===== src/design/assert_macros.svh =====
// Assertion macros used by the decimal square root top level.
// Depends on nothing; included by the modules that assert.
`ifndef ASSERT_MACROS_SVH
`define ASSERT_MACROS_SVH

// Antecedent holds: consequent holds in the same cycle.
`define ASSERT_SAME(lbl, clk, rst_n, ante, cons, msg) \
    lbl: assert property (@(posedge clk) disable iff (!rst_n) (ante) |-> (cons)) \
        else $error(msg);

// Antecedent holds: consequent holds in the next cycle.
`define ASSERT_NEXT(lbl, clk, rst_n, ante, cons, msg) \
    lbl: assert property (@(posedge clk) disable iff (!rst_n) (ante) |=> (cons)) \
        else $error(msg);

`endif


===== src/design/dsqrt_pkg.sv =====
// Package for the decimal square root: constants, control types, state encoding.
// No dependencies.
`timescale 1ns / 1ps

package dsqrt_pkg;

    localparam int INPUT_BITS_DEF = 31;
    localparam int ROOT_BITS      = 26;
    localparam int DIGIT_BITS     = 2;
    localparam logic [DIGIT_BITS-1:0] DIGITS_RESET = 2'd3;

    typedef struct packed {
        logic load;
        logic step;
    } dsqrt_ctrl_t;

    typedef enum logic [1:0] {
        ST_IDLE,
        ST_SCALE,
        ST_ROOT,
        ST_DONE
    } dsqrt_state_t;

endpackage


===== src/design/dsqrt_scale.sv =====
// Radicand scaler: multiplies the held radicand by one hundred per step (shift-add).
// Depends on dsqrt_pkg.
`timescale 1ns / 1ps

module dsqrt_scale #(
    parameter int INPUT_BITS = dsqrt_pkg::INPUT_BITS_DEF
) (
    input  logic                      clk,
    input  dsqrt_pkg::dsqrt_ctrl_t    ctrl,
    input  logic [INPUT_BITS-1:0]     radicand,
    output logic [2*((INPUT_BITS+21)/2)-1:0] value
);
    import dsqrt_pkg::*;

    localparam int ITER        = (INPUT_BITS + 21) / 2;
    localparam int SCALED_BITS = 2 * ITER;

    logic [SCALED_BITS-1:0] value_reg;
    logic [SCALED_BITS-1:0] value_next;

    always_comb
    begin
        value_next = value_reg;
        if (ctrl.load)
        begin
            value_next = SCALED_BITS'(radicand);
        end
        else if (ctrl.step)
        begin
            value_next = (value_reg << 6) + (value_reg << 5) + (value_reg << 2);
        end
    end

    always_ff @(posedge clk)
    begin
        value_reg <= value_next;
    end

    assign value = value_reg;

endmodule


===== src/design/dsqrt_core.sv =====
// Restoring square root core: two radicand bits in, one root bit out per step.
// Depends on dsqrt_pkg.
`timescale 1ns / 1ps

module dsqrt_core #(
    parameter int INPUT_BITS = dsqrt_pkg::INPUT_BITS_DEF
) (
    input  logic                                clk,
    input  dsqrt_pkg::dsqrt_ctrl_t              ctrl,
    input  logic [2*((INPUT_BITS+21)/2)-1:0]    scaled,
    output logic [(INPUT_BITS+21)/2-1:0]        root,
    output logic                                exact
);
    import dsqrt_pkg::*;

    localparam int ITER        = (INPUT_BITS + 21) / 2;
    localparam int SCALED_BITS = 2 * ITER;
    localparam int REM_BITS    = ITER + 3;

    logic [SCALED_BITS-1:0] rad_reg;
    logic [SCALED_BITS-1:0] rad_next;
    logic [REM_BITS-1:0]    rem_reg;
    logic [REM_BITS-1:0]    rem_next;
    logic [ITER-1:0]        root_reg;
    logic [ITER-1:0]        root_next;
    logic [REM_BITS-1:0]    shifted;
    logic [REM_BITS-1:0]    trial;
    logic [REM_BITS-1:0]    diff;
    logic                   fits;

    assign shifted = {rem_reg[REM_BITS-3:0], rad_reg[SCALED_BITS-1 -: 2]};
    assign trial   = {1'b0, root_reg, 2'b01};
    assign diff    = shifted - trial;
    assign fits    = shifted >= trial;

    always_comb
    begin
        rad_next  = rad_reg;
        rem_next  = rem_reg;
        root_next = root_reg;
        if (ctrl.load)
        begin
            rad_next  = scaled;
            rem_next  = '0;
            root_next = '0;
        end
        else if (ctrl.step)
        begin
            rad_next  = {rad_reg[SCALED_BITS-3:0], 2'b00};
            rem_next  = fits ? diff : shifted;
            root_next = {root_reg[ITER-2:0], fits};
        end
    end

    always_ff @(posedge clk)
    begin
        rad_reg  <= rad_next;
        rem_reg  <= rem_next;
        root_reg <= root_next;
    end

    assign root  = root_reg;
    assign exact = (rem_reg == '0);

endmodule


===== src/design/decimal_square_root.sv =====
// Decimal square root top level: sequencer, digits register, scaler and root core.
// Depends on dsqrt_pkg, dsqrt_scale, dsqrt_core and assert_macros.svh.
//
// Usage:
//   Raise start with radicand while busy is low; the transfer happens at that edge.
//   busy stays high until the result has been presented.
//   The result appears on root_scaled and exact_square for one cycle with done high;
//   root_scaled = floor(sqrt(radicand * 100^d)), d = decimal_digits register,
//   exact_square = 1 when radicand is a perfect square (zero included).
//   The receiver cannot stall: done is a single-cycle strobe and must be taken then.
//   Sequence: after the accepting edge the scaler multiplies by one hundred once
//   per decimal digit (d), then the root core yields one root bit per cycle, with
//   ITER = (INPUT_BITS + 21) / 2 root bits (26 for 31 bits), and then done rises.
//   No new radicand is taken until the block has returned to idle after done.
//   Configuration: cfg_write with cfg_data writes the digit count (0 to 3);
//   write only while busy is low. The value is sampled when an item is accepted.
//   Reset: rst_n low returns to idle with the digit count at 3; no clearing pass.
`timescale 1ns / 1ps
`include "assert_macros.svh"

module decimal_square_root #(
    parameter int INPUT_BITS = dsqrt_pkg::INPUT_BITS_DEF
) (
    input  logic                                 clk,
    input  logic                                 rst_n,
    input  logic                                 start,
    input  logic [INPUT_BITS-1:0]                radicand,
    output logic                                 busy,
    output logic                                 done,
    output logic [dsqrt_pkg::ROOT_BITS-1:0]      root_scaled,
    output logic                                 exact_square,
    input  logic                                 cfg_write,
    input  logic [dsqrt_pkg::DIGIT_BITS-1:0]     cfg_data
);
    import dsqrt_pkg::*;

    localparam int ITER        = (INPUT_BITS + 21) / 2;
    localparam int SCALED_BITS = 2 * ITER;
    localparam int CNT_BITS    = $clog2(ITER);

    dsqrt_state_t            state_reg;
    dsqrt_state_t            state_next;
    logic [DIGIT_BITS-1:0]   digits_reg;
    logic [DIGIT_BITS-1:0]   digits_next;
    logic [DIGIT_BITS-1:0]   pending_reg;
    logic [DIGIT_BITS-1:0]   pending_next;
    logic [CNT_BITS-1:0]     iter_reg;
    logic [CNT_BITS-1:0]     iter_next;
    dsqrt_ctrl_t             scale_ctrl;
    dsqrt_ctrl_t             core_ctrl;
    logic [SCALED_BITS-1:0]  scaled;
    logic [ITER-1:0]         root;
    logic                    exact;
    logic                    accept;

    assign accept = start && !busy;

    // Next state and counters
    always_comb
    begin
        state_next   = state_reg;
        pending_next = pending_reg;
        iter_next    = iter_reg;
        digits_next  = cfg_write ? cfg_data : digits_reg;
        unique case (state_reg)
            ST_IDLE:
            begin
                if (start)
                begin
                    state_next   = ST_SCALE;
                    pending_next = digits_reg;
                end
            end
            ST_SCALE:
            begin
                if (pending_reg == '0)
                begin
                    state_next = ST_ROOT;
                    iter_next  = CNT_BITS'(ITER - 1);
                end
                else
                begin
                    pending_next = pending_reg - 1'b1;
                end
            end
            ST_ROOT:
            begin
                if (iter_reg == '0)
                begin
                    state_next = ST_DONE;
                end
                else
                begin
                    iter_next = iter_reg - 1'b1;
                end
            end
            ST_DONE:
            begin
                state_next = ST_IDLE;
            end
            default:
            begin
                state_next = ST_IDLE;
            end
        endcase
    end

    // Outputs of the sequencer
    always_comb
    begin
        scale_ctrl = '0;
        core_ctrl  = '0;
        busy       = 1'b1;
        done       = 1'b0;
        unique case (state_reg)
            ST_IDLE:
            begin
                busy            = 1'b0;
                scale_ctrl.load = start;
            end
            ST_SCALE:
            begin
                scale_ctrl.step = (pending_reg != '0);
                core_ctrl.load  = (pending_reg == '0);
            end
            ST_ROOT:
            begin
                core_ctrl.step = 1'b1;
            end
            ST_DONE:
            begin
                done = 1'b1;
            end
            default:
            begin
                busy = 1'b1;
            end
        endcase
    end

    always_ff @(posedge clk or negedge rst_n)
    begin
        if (!rst_n)
        begin
            state_reg   <= ST_IDLE;
            digits_reg  <= DIGITS_RESET;
            pending_reg <= '0;
            iter_reg    <= '0;
        end
        else
        begin
            state_reg   <= state_next;
            digits_reg  <= digits_next;
            pending_reg <= pending_next;
            iter_reg    <= iter_next;
        end
    end

    dsqrt_scale #(
        .INPUT_BITS (INPUT_BITS)
    ) u_scale (
        .clk      (clk),
        .ctrl     (scale_ctrl),
        .radicand (radicand),
        .value    (scaled)
    );

    dsqrt_core #(
        .INPUT_BITS (INPUT_BITS)
    ) u_core (
        .clk    (clk),
        .ctrl   (core_ctrl),
        .scaled (scaled),
        .root   (root),
        .exact  (exact)
    );

    assign root_scaled  = ROOT_BITS'(root);
    assign exact_square = exact;

    `ASSERT_NEXT(a_done_single, clk, rst_n, done, !done, "done strobe longer than one cycle")
    `ASSERT_NEXT(a_accept_busy, clk, rst_n, accept, busy && !done, "transfer did not start work")
    `ASSERT_SAME(a_done_after_root, clk, rst_n, done, $past(state_reg == ST_ROOT) && $past(iter_reg == '0), "result without finished root")
    `ASSERT_SAME(a_core_exclusive, clk, rst_n, core_ctrl.load || core_ctrl.step, !scale_ctrl.load && !scale_ctrl.step, "scaler and core active together")

endmodule


===== config.mk =====
export PLATFORM = sky130hd
export DESIGN_NAME = decimal_square_root
export DESIGN_NICKNAME = d
export VERILOG_FILES = /design/src/design/dsqrt_pkg.sv /design/src/design/dsqrt_scale.sv /design/src/design/dsqrt_core.sv /design/src/design/decimal_square_root.sv
export VERILOG_INCLUDE_DIRS = /design/src /design/src/design
export SDC_FILE = /design/constraint.sdc
export NUM_CORES = 1
export LEC_CHECK = 0
export ABC_AREA = 1
export BUFFER_PORTS_ARGS = -buffer_cell sky130_fd_sc_hd__buf_4
export CAP_MARGIN = 20
export CORE_ASPECT_RATIO = 1.4
export CORE_MARGIN = 2
export CORE_UTILIZATION = 60
export CTS_CLUSTER_SIZE = 8
export DETAILED_ROUTE_END_ITERATION = 10
export MAX_ROUTING_LAYER = met4
export PLACE_DENSITY = 0.78
export RECOVER_POWER = 25
export REMOVE_ABC_BUFFERS = 1
export SLEW_MARGIN = 10
export SYNTH_ARGS = -nofsm -noshare
export SYNTH_HDL_FRONTEND = slang
export SYNTH_HIERARCHICAL = 1
export SYNTH_SLANG_ARGS = --single-unit

===== constraint.sdc =====
create_clock -name clk -period 3.8 [get_ports clk]
set_clock_uncertainty 0.1 [all_clocks]
set_input_delay 0.38 -clock clk [delete_from_list [all_inputs] [get_ports clk]]
set_output_delay 0.38 -clock clk [all_outputs]
set_load 0.01 [all_outputs]

==> results of run 1 <==
==> cells by family after synthesis <==
group	count (synthesis)
simple gates	1229
flops	170
fa+ha+maj	127
compound gates	149
buf+inv	401
mux	2
xor+xnor	26
==> layer usage <==
metal,GRT usage,vias up,share of wire
met5,-,-,0
met4,0.198,0,0.063
met3,0.0369,148,0.032
met2,0.650,350,0.53
met1,0.346,6001,0.38
li1,-,6658,-
==> timing repair <==
| item | CTS | global route |
|---|---|---|
| endpoints found under the hold margin | 11 | 0 |
| setup buffers | 0 | 0 |
| endpoints found under the setup margin | 0 | 0 |
| hold buffers | 1 | 0 |
==> final cells by class <==
class / count / share of cell area
Tap cell: 306 / 0.0251
Sequential cell: 170 / 0.282
Multi-Input combinational cell: 1533 / 0.535
Clock buffer: 23 / 0.0322
Timing Repair Buffer: 76 / 0.0330
Inverter: 360 / 0.0886
Clock inverter: 9 / 0.00402
==> worst max-delay path by stage <==
stage                         end  slack [ns]  cells past startpoint
3_3_place_gp    u_scale/value[30]        0.79                     13
5_1_grt         u_scale/value[46]        0.45                     16
6_report       u_core/rad_reg[10]        0.66                      7
2_1_floorplan   u_core/rad_reg[0]       -1.01                      6
4_1_cts         u_scale/value[30]        0.73                     13
3_5_place_dp    u_scale/value[30]        0.74                     13
==> cell usage after synthesis, types with 17 or more instances <==
cell	instances	area (sq um)
a21oi_1	60	300
clkbuf_1	27	101
dfxtp_1	76	1520
edfxtp_1	83	2490
fa_1	46	921
ha_1	81	1010
inv_1	348	1310
nand2_1	823	3090
nand2_2	19	119
nand3_1	137	686
nand4_1	22	138
nor2_1	160	601
nor2_2	17	106
o21ai_0	27	135
o22ai_1	25	156
==> per-stage QoR <==
stage                     hold slack, ns  std cells  TNS, ns
after CTS                         0.0468       2475        0
final                             0.0565       2477        0
after floorplan                  -0.0156       2063   -75.59
after detailed placement           0.123       2442        0
after global placement             0.121       2442        0
after global routing              0.0616       2477        0
==> results_dict.tcl, run 1 <==
set metrics [dict create \
    clock_path_buffers 2 \
    layout_min_cycle_time_ns 3.14 \
    min_from "cfg_data[1]" \
    antenna_found_initial 0 \
    status "finished, final reports clean" \
    slew_headroom 0.219 \
    rrSetupSlack_ns 0.66 \
    clkLatencyLatePin_ns 0.44 \
    hold_path.class "primary input to flip-flop" \
    cp_data_required_time_ns 3.80 \
    fin_util 0.659 \
    die_h_microns 185 \
    cp_cell_sequence "inv_1 > ha_1 > clkbuf_1 > nor2_1 > buf_4 > inv_2 > buf_12" \
    tritoncts "yes" \
    ys.warnings.count 6 \
    finalCritPeriodShare 0.827 \
    cts_made_buffers 17 \
    antenna_cells 0 \
    criticalPathCategory "flip-flop to flip-flop" \
    gp_congestion 1.01 \
    overflow 0 \
    coreArea_sq_um 23100 \
    areaGrowthSynthToFinish_pct 8.78 \
    setup_slack_ns 0.658 \
    design_area_sq_um 15200 \
    viasPerCell 5.31 \
    crit_arrival_ns 3.14 \
    hold_viol 0 \
    worst-path-buf-inv 5 \
    io_pins 66 \
    vias 13200 \
    cts_sinks 170 \
    synthMuxAreaShare 0.00161 \
    path_delay_family "buffers and inverters" \
    synthAdderAreaFrac 0.138 \
    final_common_cell "nand2_1" \
    seq_area_sq_um 4290 \
    grt_pass1_vias 13200 \
    crit_fanout 61 \
    dpl_cell_area_sq_um 14800 \
    fin_nets 2322 \
    yosys.area_share.simple 0.367 \
    drc 0 \
    grt_pass1_wl_microns 64500 \
    fill_cells 2187 \
    synth_edf_count 83 \
    io_buffers 65 \
    ant_nets 0 \
    grt_use_total 0.345 \
    final_cell_mix "nand2_1 (824), inv_1 (348), nor2_1 (160)" \
    floorplan.initialDensity 0.606 \
    slew_viol_final 0 \
    place_hpwl_microns 31700 \
    cp_slowest_cell "clkbuf_1" \
    drt-initial-drc-count 755 \
    cts-root-buf "clkbuf_16" \
    fp-row-count 66 \
    pre_cts_slack_ns 0.740 \
    slowest_delay_ns 0.75 \
    synth_compound_area_frac 0.0600 \
    tightest_slew_ns 1.17 \
    synth_top_family_by_area "simple AND/OR/NAND/NOR gates" \
    setup_viol 0 \
    yosysUniqueCellTypes 46 \
    clkTransAtPathRegs_ns 0.07 \
    yosys_most_used_dff "edfxtp_1" \
    layout-drive-gt1-share 0.0709 \
    timing.rr.start "state_reg[0]" \
    grt_max_degree 64 \
    syn_area_per_cell_sq_um 6.66 \
    postCtsResizedCells 0 \
    drt-total-wl_microns 40100 \
    hold_path_depth 2 \
    async_flop_share 0.0647 \
    ys_seq_elements 170 \
    cts_max_level 4 \
    firstDrtPassIters 6 \
    worst_setup_path_end_kind "flip-flop" \
    cp-startpoint "state_reg[0]" \
    r2r_end "u_core/rad_reg[10]" \
    r2r_cells 7 \
    multi_input_area_sq_um 8160 \
    wl_per_cell_microns 16.2 \
    drv_cap 0 \
    rsz0062_at_grt "no" \
    syn_area_sq_um 14000 \
    fmax_ghz 0.318 \
    synth-xor-area-share 0.0162 \
    start_kind "flip-flop" \
    hold_end "digits_reg[1]" \
    dieArea_sq_um 24600 \
    ys_seq_area_frac 0.306 \
    synth_cells 2104 \
    die_w_microns 133 \
]
Power of run 1 is left out: the tool's default activity adds up to more than one toggle a clock period on the data nets, which glitch-free logic cannot reach.
==> run 2, diff against run 1 <==
- CORE_UTILIZATION: 60 -> 57
- clock period: 3.8 -> 2.6 ns (I/O delays scaled with it)
==> run 2 against run 1 <==
Effect of this change:
- the flow now finishes with violations (negative hold slack, negative setup slack)
- critical path depth rose by 5
- non-clock buffer count rose by 231
- via count rose by 25%
- die area rose by 5.1%
- largest cell class unchanged
- register-to-register slack got worse by 1.6 ns
- wire length rose by 46%
- hold slack got worse by 0.081 ns
- flip-flop and latch count did not move
- final area rose by 26%
- setup slack got worse by 1.6 ns
==> results_dict.tcl, run 2 (same netlist as run 1, synthesis figures left out) <==
set metrics [dict create \
    antenna_cells 0 \
    setup_viol 90 \
    dp.cells 2606 \
    grt_max_degree 60 \
    cts_made_buffers 17 \
    drc 0 \
    rsz0062_at_grt "yes" \
    areaGrowthSynthToFinish_pct 36.7 \
    clock_path_buffers 2 \
    firstDrtPassIters 7 \
    timing.rr.start "u_scale/value[13]" \
    start_kind "flip-flop" \
    die_h_microns 190 \
    floorplan.initialDensity 0.582 \
    tightest_slew_ns 0.993 \
    setup_slack_ns -0.957 \
    crit_arrival_ns 3.64 \
    drv_cap 0 \
    status "complete, but fails checks" \
    drt-initial-drc-count 1843 \
    ant_nets 0 \
    violations "negative hold slack, negative setup slack" \
    hold_viol 1 \
    dieArea_sq_um 25900 \
    slew_viol_final 0 \
    r2r_cells 12 \
    wl_per_cell_microns 21.5 \
    cp_data_required_time_ns 2.68 \
    r2r_end "u_scale/value[29]" \
    fmax_ghz 0.281 \
    cts_max_level 4 \
    final_cell_mix "nand2_1 (692), inv_1 (323), buf_4 (216)" \
    place_hpwl_microns 34300 \
    overflow 0 \
    gp_congestion 0.993 \
    criticalPathCategory "flip-flop to flip-flop" \
    stdcell_count 2712 \
    rrSetupSlack_ns -0.96 \
    io_pins 66 \
    grt_pass1_vias 15400 \
    fin_nets 2553 \
    cp-startpoint "u_scale/value[13]" \
    layout-drive-gt1-share 0.284 \
    slew_headroom 0.338 \
    worst_setup_path_end_kind "flip-flop" \
    antenna_found_initial 0 \
    fp-row-count 67 \
    viasPerCell 6.04 \
    crit_fanout 4 \
    finalCritPeriodShare 1.37 \
    io_buffers 65 \
    coreArea_sq_um 24100 \
    cts-root-buf "clkbuf_16" \
    grt_pass1_wl_microns 76200 \
    hold_path.class "primary input to flip-flop" \
    drt-total-wl_microns 58400 \
    die_w_microns 137 \
    clkLatencyLatePin_ns 0.47 \
    layout_min_cycle_time_ns 3.56 \
    grt_use_total 0.395 \
    final_common_cell "nand2_1" \
    tritoncts "yes" \
    vias 16400 \
    fin_hold_ws_ns -0.0243 \
    clkTransAtPathRegs_ns 0.09 \
    endpoint "u_scale/value[29]" \
    cts_sinks 170 \
]
==> run 2: changes by cell type in the layout (fill, tap and decap cells not counted), moves of 30 or more <==
cell,previous run,this run
buf_4,41,216
nand2_2,18,98
nand3_1,138,108
buf_6,0,31
ha_1,81,44
nand2_1,824,692
ha_4,0,33
nand2_4,2,52
nor2_1,160,126
==> run 2: worst min path at each step <==
| stage | start | endpoint | depth (start not counted) |
|---|---|---|---|
| finish | radicand[7] | u_scale/value[7] | 3 |
| floorplan | rst_n | iter_reg[0] | 0 |
| global placement | rst_n | pending_reg[0] | 1 |
| global route | radicand[7] | u_scale/value[7] | 3 |
| detailed placement | rst_n | state_reg[1] | 1 |
| CTS | radicand[18] | u_scale/value[18] | 3 |
==> run 2: what timing repair did <==
item                                    CTS  global route
pin swaps                               111           136
hold buffers                             16             0
buffers inserted                         35            24
resized for setup                       255           219
endpoints found under the setup margin   42            69
endpoints found under the hold margin    24             0
==> run 2: critical path: stages (launching register included) <==
cell      delay (ns)
edfxtp_1        0.51
fa_1            0.62
ha_4            0.26
nand2_1         0.25
nand2_1         0.21
nand2_1         0.33
nand2_1         0.17
inv_1           0.10
nand2_2         0.10
nand2_2         0.10
nand3_4         0.21
xnor2_2         0.22
o21ai_1         0.10
==> run 2: area by class of cell <==
cell class              count  area, sq um
clock buffers              23          523
clock inverters             9         96.3
fillers                  1594         4910
inverters                 360         1360
multi-input cells        1533         9990
flip-flops and latches    170         4310
well taps                 310          388
repair buffers            307         2490
==> run 2: layer usage <==
layer	global-route usage	vias to the layer above	routed length, microns
met3	0.0664	592	5130
met1	0.378	7500	18200
met5	-	-	0
met4	0.303	0	6980
li1	-	7120	-
met2	0.694	1180	28100
==> run 2: metrics by stage <==
step	TNS (ns)	cell area, sq um	util	setup slack, ns	hold slack [ns]
after global placement	-7.83	16100	0.669	-0.741	-0.00144
after floorplan	-187.43	13800	-	-2.21	-0.136
after global routing	-26.47	19200	0.796	-0.973	0.00510
after CTS	-4.36	18300	0.759	-0.209	0.00577
final	-23.09	19200	0.796	-0.957	-0.0243
after detailed placement	-8.21	16100	0.669	-0.704	0.00268
Power of run 2 is left out for the same reason.
